## src/assert_macros.svh

```systemverilog
// Assertion macros shared by the interval set RTL.
// Needs nothing else; include by bare file name.
`ifndef ASSERT_MACROS_SVH
`define ASSERT_MACROS_SVH

// Same-cycle implication, disabled while reset is asserted (active low).
`define SIS_ASSERT_IMP(lbl, clk, rstn, ante, cons) \
    lbl: assert property (@(posedge clk) disable iff (!(rstn)) (ante) |-> (cons)) \
        else $error("interval set assertion failed");

// Next-cycle implication, disabled while reset is asserted (active low).
`define SIS_ASSERT_NXT(lbl, clk, rstn, ante, cons) \
    lbl: assert property (@(posedge clk) disable iff (!(rstn)) (ante) |=> (cons)) \
        else $error("interval set assertion failed");

`endif

```

## src/sis_pkg.sv

```systemverilog
// Package for the sorted interval set: request and status codes, time limits.
// No dependencies.
`default_nettype none
package sis_pkg;
    localparam int MAX_RANGES_DEF = 16;
    localparam int TIME_W = 32;

    localparam logic signed [TIME_W-1:0] NEG_INF = {1'b1, {(TIME_W-1){1'b0}}};
    localparam logic signed [TIME_W-1:0] POS_INF = {1'b0, {(TIME_W-1){1'b1}}};

    localparam logic [1:0] REQ_ADD      = 2'd0;
    localparam logic [1:0] REQ_CONTAINS = 2'd1;
    localparam logic [1:0] REQ_READ     = 2'd2;
    localparam logic [1:0] REQ_INVERT   = 2'd3;

    localparam logic [1:0] STAT_OK    = 2'd0;
    localparam logic [1:0] STAT_INDEX = 2'd1;
    localparam logic [1:0] STAT_ORDER = 2'd2;
    localparam logic [1:0] STAT_FULL  = 2'd3;
endpackage
`default_nettype wire

```

## src/sis_ram.sv

```systemverilog
// Generic single-write, single-read RAM with registered read data.
// No dependencies.
`default_nettype none
module sis_ram #(
    parameter int WIDTH = 32,
    parameter int DEPTH = 32
) (
    input  wire logic                     aclk,
    input  wire logic                     we,
    input  wire logic [$clog2(DEPTH)-1:0] waddr,
    input  wire logic [WIDTH-1:0]         wdata,
    input  wire logic [$clog2(DEPTH)-1:0] raddr,
    output logic      [WIDTH-1:0]         rdata
);
    logic [WIDTH-1:0] mem [DEPTH];

    always_ff @(posedge aclk) begin
        if (we) begin
            mem[waddr] <= wdata;
        end
        rdata <= mem[raddr];
    end
endmodule
`default_nettype wire

```

## src/sorted_interval_set_core.sv

```systemverilog
// Sorted interval set core: a table of disjoint closed Q16.16 time ranges.
// Each request is taken in ST_IDLE and ends in ST_RESULT, one item at a time. Read fetches
// one entry; contains, add and invert scan the held ranges, each in ST_RD then ST_EV via
// the table RAM's single read port (add rereads one the new range lands before, and goes
// to ST_RESULT if start is after end); add and invert then pass ST_FLUSH and ST_COMMIT.
// Reset (aresetn low, synchronous) empties the set; table contents need no clearing.
`default_nettype none
`include "assert_macros.svh"
module sorted_interval_set_core #(
    parameter int MAX_RANGES = sis_pkg::MAX_RANGES_DEF
) (
    input  wire logic        aclk,
    input  wire logic        aresetn,
    input  wire logic        s_tvalid,
    output logic             s_tready,
    // time_a [31:0], time_b [63:32], range_index [67:64], zero pad [71:68]
    input  wire logic [71:0] s_tdata,
    // req_type [1:0]
    input  wire logic [1:0]  s_tuser,
    output logic             m_tvalid,
    input  wire logic        m_tready,
    // hit [0], range_start [32:1], range_end [64:33], range_total [69:65], pad [71:70]
    output logic      [71:0] m_tdata,
    // status [1:0]
    output logic      [1:0]  m_tuser
);
    import sis_pkg::*;

    // Two banks in each RAM: the live table and the one being rebuilt.
    localparam int DEPTH = 2 * MAX_RANGES;
    localparam int AW    = $clog2(DEPTH);
    localparam int CW    = $clog2(MAX_RANGES + 1);
    localparam int KW    = $clog2(MAX_RANGES + 2);

    typedef enum logic [2:0] {
        ST_IDLE, ST_RD, ST_EV, ST_INV_END, ST_FLUSH, ST_COMMIT, ST_RESULT
    } state_t;

    state_t                     state_reg, state_next;
    logic [1:0]                 req_reg, req_next;
    logic signed [TIME_W-1:0]   a_reg, a_next;
    logic [3:0]                 idx_reg, idx_next;
    logic [CW-1:0]              i_reg, i_next;
    logic [KW-1:0]              k_reg, k_next;
    logic                       ovf_reg, ovf_next;
    logic                       pend_reg, pend_next;   // piece in s/e not yet written
    logic signed [TIME_W-1:0]   s_reg, s_next, e_reg, e_next, prev_reg, prev_next;
    logic                       hit_reg, hit_next;
    logic signed [TIME_W-1:0]   rs_reg, rs_next, re_reg, re_next;
    logic [1:0]                 stat_reg, stat_next;
    logic                       bank_reg, bank_next;
    logic [CW-1:0]              count_reg, count_next;
    logic                       mv_reg, mv_next;
    logic [71:0]                mdata_reg, mdata_next;
    logic [1:0]                 muser_reg, muser_next;

    // RAM ports
    logic                       we;
    logic [AW-1:0]              waddr, raddr;
    logic signed [TIME_W-1:0]   wd_s, wd_e, d_s, d_e;

    sis_ram #(.WIDTH(TIME_W), .DEPTH(DEPTH)) u_starts (
        .aclk(aclk), .we(we), .waddr(waddr), .wdata(wd_s), .raddr(raddr), .rdata(d_s)
    );
    sis_ram #(.WIDTH(TIME_W), .DEPTH(DEPTH)) u_ends (
        .aclk(aclk), .we(we), .waddr(waddr), .wdata(wd_e), .raddr(raddr), .rdata(d_e)
    );

    logic                       accept;
    logic signed [TIME_W-1:0]   in_a, in_b;
    logic [3:0]                 in_idx;
    logic                       last_entry;

    assign s_tready = (state_reg == ST_IDLE);
    assign accept   = s_tvalid && s_tready;
    assign in_a     = s_tdata[31:0];
    assign in_b     = s_tdata[63:32];
    assign in_idx   = s_tdata[67:64];
    assign last_entry = (32'(i_reg) + 32'd1 == 32'(count_reg));

    assign m_tvalid = mv_reg;
    assign m_tdata  = mdata_reg;
    assign m_tuser  = muser_reg;

    always_comb begin
        state_next = state_reg;
        req_next   = req_reg;
        a_next     = a_reg;
        idx_next   = idx_reg;
        i_next     = i_reg;
        k_next     = k_reg;
        ovf_next   = ovf_reg;
        pend_next  = pend_reg;
        s_next     = s_reg;
        e_next     = e_reg;
        prev_next  = prev_reg;
        hit_next   = hit_reg;
        rs_next    = rs_reg;
        re_next    = re_reg;
        stat_next  = stat_reg;
        bank_next  = bank_reg;
        count_next = count_reg;
        mv_next    = mv_reg;
        mdata_next = mdata_reg;
        muser_next = muser_reg;
        we         = 1'b0;
        wd_s       = s_reg;
        wd_e       = e_reg;
        waddr      = AW'(bank_reg ? 0 : MAX_RANGES) + AW'(k_reg);
        raddr      = AW'(bank_reg ? MAX_RANGES : 0)
                     + ((req_reg == REQ_READ) ? AW'(idx_reg) : AW'(i_reg));

        if (mv_reg && m_tready) begin
            mv_next = 1'b0;
        end

        case (state_reg)
            ST_IDLE: begin
                if (accept) begin
                    req_next  = s_tuser;
                    a_next    = in_a;
                    idx_next  = in_idx;
                    i_next    = '0;
                    k_next    = '0;
                    ovf_next  = 1'b0;
                    hit_next  = 1'b0;
                    rs_next   = '0;
                    re_next   = '0;
                    stat_next = STAT_OK;
                    case (s_tuser)
                        REQ_ADD: begin
                            s_next    = in_a;
                            e_next    = in_b;
                            pend_next = 1'b1;
                            if (in_a > in_b) begin
                                stat_next  = STAT_ORDER;
                                state_next = ST_RESULT;
                            end else if (count_reg == '0) begin
                                state_next = ST_FLUSH;
                            end else begin
                                state_next = ST_RD;
                            end
                        end
                        REQ_CONTAINS: begin
                            state_next = (count_reg == '0) ? ST_RESULT : ST_RD;
                        end
                        REQ_READ: begin
                            if (32'(in_idx) >= 32'(count_reg)) begin
                                stat_next  = STAT_INDEX;
                                state_next = ST_RESULT;
                            end else begin
                                state_next = ST_RD;
                            end
                        end
                        default: begin
                            // empty set inverts to the whole line
                            s_next    = NEG_INF;
                            e_next    = POS_INF;
                            pend_next = (count_reg == '0);
                            state_next = (count_reg == '0) ? ST_FLUSH : ST_RD;
                        end
                    endcase
                end
            end
            ST_RD: begin
                state_next = ST_EV;
            end
            ST_EV: begin
                state_next = ST_RD;
                case (req_reg)
                    REQ_ADD: begin
                        if (d_s <= e_reg && d_e >= s_reg) begin
                            // overlap or touch: absorb the held range
                            if (d_s < s_reg) s_next = d_s;
                            if (d_e > e_reg) e_next = d_e;
                            i_next = i_reg + 1'b1;
                            if (last_entry) state_next = ST_FLUSH;
                        end else if (d_e < s_reg || !pend_reg) begin
                            // copy the held range across
                            we   = 1'b1;
                            wd_s = d_s;
                            wd_e = d_e;
                            i_next = i_reg + 1'b1;
                            if (last_entry) state_next = ST_FLUSH;
                        end else begin
                            // new range goes first; read this entry again
                            we        = 1'b1;
                            pend_next = 1'b0;
                        end
                        if (we) begin
                            if (32'(k_reg) >= MAX_RANGES) begin
                                we       = 1'b0;
                                ovf_next = 1'b1;
                            end
                            k_next = k_reg + 1'b1;
                        end
                    end
                    REQ_CONTAINS: begin
                        if (a_reg >= d_s && a_reg <= d_e) hit_next = 1'b1;
                        i_next = i_reg + 1'b1;
                        if (last_entry) state_next = ST_RESULT;
                    end
                    REQ_READ: begin
                        rs_next    = d_s;
                        re_next    = d_e;
                        state_next = ST_RESULT;
                    end
                    default: begin
                        if (i_reg == '0) begin
                            if (d_s != NEG_INF) begin
                                s_next    = NEG_INF;
                                e_next    = d_s;
                                pend_next = 1'b1;
                            end
                        end else if (pend_reg && e_reg >= prev_reg) begin
                            if (d_s > e_reg) e_next = d_s;
                        end else begin
                            we = pend_reg;
                            s_next    = prev_reg;
                            e_next    = d_s;
                            pend_next = 1'b1;
                        end
                        if (we) begin
                            if (32'(k_reg) >= MAX_RANGES) begin
                                we       = 1'b0;
                                ovf_next = 1'b1;
                            end
                            k_next = k_reg + 1'b1;
                        end
                        prev_next = d_e;
                        i_next    = i_reg + 1'b1;
                        if (last_entry) state_next = ST_INV_END;
                    end
                endcase
            end
            ST_INV_END: begin
                // trailing gap up to plus infinity
                state_next = ST_FLUSH;
                if (prev_reg != POS_INF) begin
                    if (pend_reg && e_reg >= prev_reg) begin
                        e_next = POS_INF;
                    end else begin
                        we        = pend_reg;
                        s_next    = prev_reg;
                        e_next    = POS_INF;
                        pend_next = 1'b1;
                        if (we) begin
                            if (32'(k_reg) >= MAX_RANGES) begin
                                we       = 1'b0;
                                ovf_next = 1'b1;
                            end
                            k_next = k_reg + 1'b1;
                        end
                    end
                end
            end
            ST_FLUSH: begin
                if (pend_reg) begin
                    we        = 1'b1;
                    pend_next = 1'b0;
                    if (32'(k_reg) >= MAX_RANGES) begin
                        we       = 1'b0;
                        ovf_next = 1'b1;
                    end
                    k_next = k_reg + 1'b1;
                end
                state_next = ST_COMMIT;
            end
            ST_COMMIT: begin
                // swap banks only when the rebuilt table fits
                if (ovf_reg) begin
                    stat_next = STAT_FULL;
                end else begin
                    bank_next  = !bank_reg;
                    count_next = CW'(k_reg);
                end
                state_next = ST_RESULT;
            end
            ST_RESULT: begin
                if (!mv_reg || m_tready) begin
                    mv_next    = 1'b1;
                    mdata_next = {2'b00, 5'(count_reg), re_reg, rs_reg, hit_reg};
                    muser_next = stat_reg;
                    state_next = ST_IDLE;
                end
            end
            default: begin
                state_next = ST_IDLE;
            end
        endcase
    end

    always_ff @(posedge aclk) begin
        if (!aresetn) begin
            state_reg <= ST_IDLE;
            bank_reg  <= 1'b0;
            count_reg <= '0;
            mv_reg    <= 1'b0;
            pend_reg  <= 1'b0;
            ovf_reg   <= 1'b0;
        end else begin
            state_reg <= state_next;
            bank_reg  <= bank_next;
            count_reg <= count_next;
            mv_reg    <= mv_next;
            pend_reg  <= pend_next;
            ovf_reg   <= ovf_next;
        end
        req_reg   <= req_next;
        a_reg     <= a_next;
        idx_reg   <= idx_next;
        i_reg     <= i_next;
        k_reg     <= k_next;
        s_reg     <= s_next;
        e_reg     <= e_next;
        prev_reg  <= prev_next;
        hit_reg   <= hit_next;
        rs_reg    <= rs_next;
        re_reg    <= re_next;
        stat_reg  <= stat_next;
        mdata_reg <= mdata_next;
        muser_reg <= muser_next;
    end

    // Held count never exceeds the table size.
    `SIS_ASSERT_IMP(a_count_max, aclk, aresetn, 1'b1, 32'(count_reg) <= MAX_RANGES)
    // Busy straight after an item is taken.
    `SIS_ASSERT_NXT(a_busy_after, aclk, aresetn, accept, !s_tready)
    // A bad index reads back as zero.
    `SIS_ASSERT_IMP(a_bad_index_zero, aclk, aresetn,
        mv_reg && muser_reg == STAT_INDEX, mdata_reg[64:1] == '0)
endmodule
`default_nettype wire

```

## config.mk

```make
export PLATFORM = sky130hd
export DESIGN_NAME = sorted_interval_set_core
export DESIGN_NICKNAME = d
export VERILOG_FILES = /design/src/sis_pkg.sv /design/src/sis_ram.sv /design/src/sorted_interval_set_core.sv
export VERILOG_INCLUDE_DIRS = /design/src /design/src/src
export SDC_FILE = /design/constraint.sdc
export NUM_CORES = 2
export LEC_CHECK = 0
export BUFFER_PORTS_ARGS = -buffer_cell sky130_fd_sc_hd__clkbuf_2
export CORE_ASPECT_RATIO = 1.4
export CORE_MARGIN = 1.5
export CORE_UTILIZATION = 40
export DETAILED_ROUTE_END_ITERATION = 12
export GPL_TIMING_DRIVEN = 0
export PLACE_DENSITY = 0.59
export SLEW_MARGIN = 40
export SYNTH_ARGS = -nofsm -noshare
export SYNTH_HDL_FRONTEND = slang
export SYNTH_SLANG_ARGS = --single-unit
```

## constraint.sdc

```tcl
create_clock -name aclk -period 10.4 [get_ports aclk]
set_input_delay 2.6 -clock aclk [delete_from_list [all_inputs] [get_ports aclk]]
set_output_delay 2.6 -clock aclk [all_outputs]
set_load 0.005 [all_outputs]
```

==> run metrics <==
Final Instance Count excl. Fillers 10,100; biggest area contributors in the synthesized netlist edfxtp_1 71%, mux4_2 12%, ha_1 3.5%; netlist area before placement 98,400 µm²; post-synthesis sequential element count 2,407; number of buffers inserted for hold repair after clock tree synthesis 0; depth of the CTS H-tree 4; Seq/Total Area, Yosys 72.7%; synth cell count leaders 2,331 x edfxtp_1, 643 x nand2_1, 512 x mux4_2; number of placed cells counting well taps 9,604; Final Hold Vio Count 0; Critical Setup Path Class flop to flop; path depth of the worst reg2reg path 21; Iter 0 DRT Violations 6,145; period utilisation layout 72.0%; buffer levels on the longest clock path 4; wire length of the first global-routing pass 440,000 µm; post-cts resize count 0; clock period minus worst slack 7490 ps; die area 249,000 µm²; power density cells 309 nW/µm²; crit path DAT 8090 ps; highest net fanout along the worst path 10; height of the chip 590 µm; most repeated library cell on the critical path buf_4; fraction of the core area covered by cells at the end of the flow 47.5%; count of standard-cell rows 215; number of flops mapped to enable cells by yosys 2,331; effective utilization at floorplan 40.2%; clock-pin slew on the worst setup and hold paths 70 ps; reg2reg setup slack 2910 ps; GPL Wtd Cong 0.978; required time of the critical path 11,000 ps; # IOs 154; Finish-stage setup viols 0; crit path buf inv count 12; clock sink count 2,407; sum of negative setup slack 0 ps; average size of a mapped cell 17.6 µm²; Worst Max-Slew Pin Slew 940 ps; vias 57,100; worst vdd ir 0.176 mV; number of antenna violations at the first check in global routing 24; DRC 0; Crit Reg-Reg Startpoint u_starts.rdata[15]; min-delay src rs_reg[19]; Achievable Freq 134 MHz; WHS Endpoint m_tdata[20]; top cell type's share of synthesized area 71.1%; residual overflow from global routing 0; overall power after layout 36.0 mW; count of mapped cells out of synthesis 5,602; HP Class flop to flop; Min-Delay Path Depth 0; source-to-sink clock delay at the later pin of the worst-skew pair 900 ps; top cell type by total area after synthesis edfxtp_1; max-slew headroom at the worst pin 37.2%; most frequently used cell type in the post-synthesis netlist edfxtp_1; Critical-path top delay cell dfxtp_1; area of the core 245,000 µm²; status completed; number of CTS-inserted buffers 221; master cell of the clock root buffer clkbuf_16; Crit Reg-Reg Endpoint u_ends.mem[27][11]; number of post-CTS setup repair buffers 0; number of nets in the finished design 6,923; number of max-slew violations in the final report 0; DR pass1 iterations 6; commonest register cell after synthesis edfxtp_1; Die Width 422 µm; maximum number of pins on one net before global-route repair 39; overall routed net length 319,000 µm; LEAKAGE 40.5 nW; routed via count divided by cell count 5.68; HPWL after DPL 245,000 µm; critical path endpoint category flop; Worst Setup Start Kind flop; Routed Antenna Nets 0; number of buffer cells added on primary ports 147; Warnings, synthesis 0; CP top delay family buffers and inverters; clock tree skew after final layout 82.6 ps; global routing usage summed across all routing layers 25.2%; share of flip-flops with an asynchronous set or reset 0%; post-synth cell types 66; average detailed-routed wire length per instance 31.7 µm; RSZ-0062 raised after global routing false; number of global-route vias before repair 58,000; clock tree from TritonCTS yes; sequence of cells on the critical path ha_1 > nand4_1 > a2111oi_1 > nor3_1 > o211ai_1 > mux2i_1 > a21o_1 > a31oi_2 > buf_2 > nor3_2 > buf_2 > buf_4 > buf_2 > buf_4 > buf_4 > buf_4 > buf_4 > buf_4 > buf_4 > buf_4 > buf_4; max capacitance violation total 0; signed area change from the synthesized netlist to the final layout 18.2%; fraction of final layout cells with drive strength greater than 1 26.9%; maximum single-stage delay on the critical path 850 ps
## layout make-up
| class | count | area [µm²] |
|---|---|---|
| fillers | 20800 | 128000 |
| flip-flops and latches | 2407 | 71500 |
| multi-input cells | 2711 | 26000 |
| clock buffers | 278 | 5810 |
| repair buffers | 746 | 5730 |
| well taps | 3255 | 4070 |
| plain buffers | 271 | 1230 |
| clock inverters | 121 | 1050 |
| inverters | 214 | 806 |
| diodes | 50 | 125 |
## layer usage
metal  track usage [%]  routed length [µm]
met4              15.0               22400
met2              44.6              163000
met3              3.51               20900
met1              29.0              112000
met5                 0                  52
## power by group
| part | switching, mW | internal, mW |
|---|---|---|
| Sequential | 0.698 | 13.3 |
| Combinational | 9.36 | 4.71 |
| Clock | 3.57 | 4.36 |
| Total | 13.6 | 22.4 |
## stage by stage
| stage | instance area (µm²) | hold slack, ps | setup WS [ps] |
|---|---|---|---|
| 4_1_cts | 116000 | 414 | 3160 |
| 5_1_grt | 116000 | 418 | 3040 |
| 3_5_place_dp | 109000 | 405 | 3180 |
| 6_report | 116000 | 412 | 2910 |
| 3_3_place_gp | 103000 | 401 | -7040 |
| 2_1_floorplan | 98400 | 400 | 2980 |
## cells by family after synthesis
kind of cell	after synthesis	share of synthesized area, %
flip-flops	2407	72.7
AND/OR/NAND/NOR	1418	6.44
XOR/XNOR	17	0.151
multiplexers	622	12.8
buffers and inverters	485	1.98
other	1	0.00381
adder cells (fa/ha/maj)	273	3.47
AO/OA/AOI/OAI	379	2.44
## worst max-delay path by stage
| stage | from | cells past startpoint | endpoint | slack [ps] |
|---|---|---|---|---|
| 2_1_floorplan | e_reg[11] | 11 | u_ends.mem[0][0] | 2980 |
| 3_3_place_gp | u_starts.rdata[15] | 10 | u_ends.mem[8][12] | -7040 |
| 3_5_place_dp | u_starts.rdata[15] | 21 | u_ends.mem[27][9] | 3180 |
| 4_1_cts | u_starts.rdata[15] | 21 | u_ends.mem[27][7] | 3160 |
| 5_1_grt | u_starts.rdata[15] | 21 | u_ends.mem[27][7] | 3040 |
| 6_report | u_starts.rdata[15] | 21 | u_ends.mem[27][11] | 2910 |
## cells in the final DEF, fill, tap and decap left out, drive strengths merged, types with 63 or more instances in the layout
cell type / n
nand4: 65
nor2: 154
nand2: 643
inv: 215
a21oi: 121
ha: 273
buf: 728
mux4: 512
o21ai: 84
clkinv: 94
mux2i: 107
edfxtp: 2331
a22oi: 63
nand3: 415
clkbuf: 567
dfxtp: 76
Power figures use the tool's default switching activity.
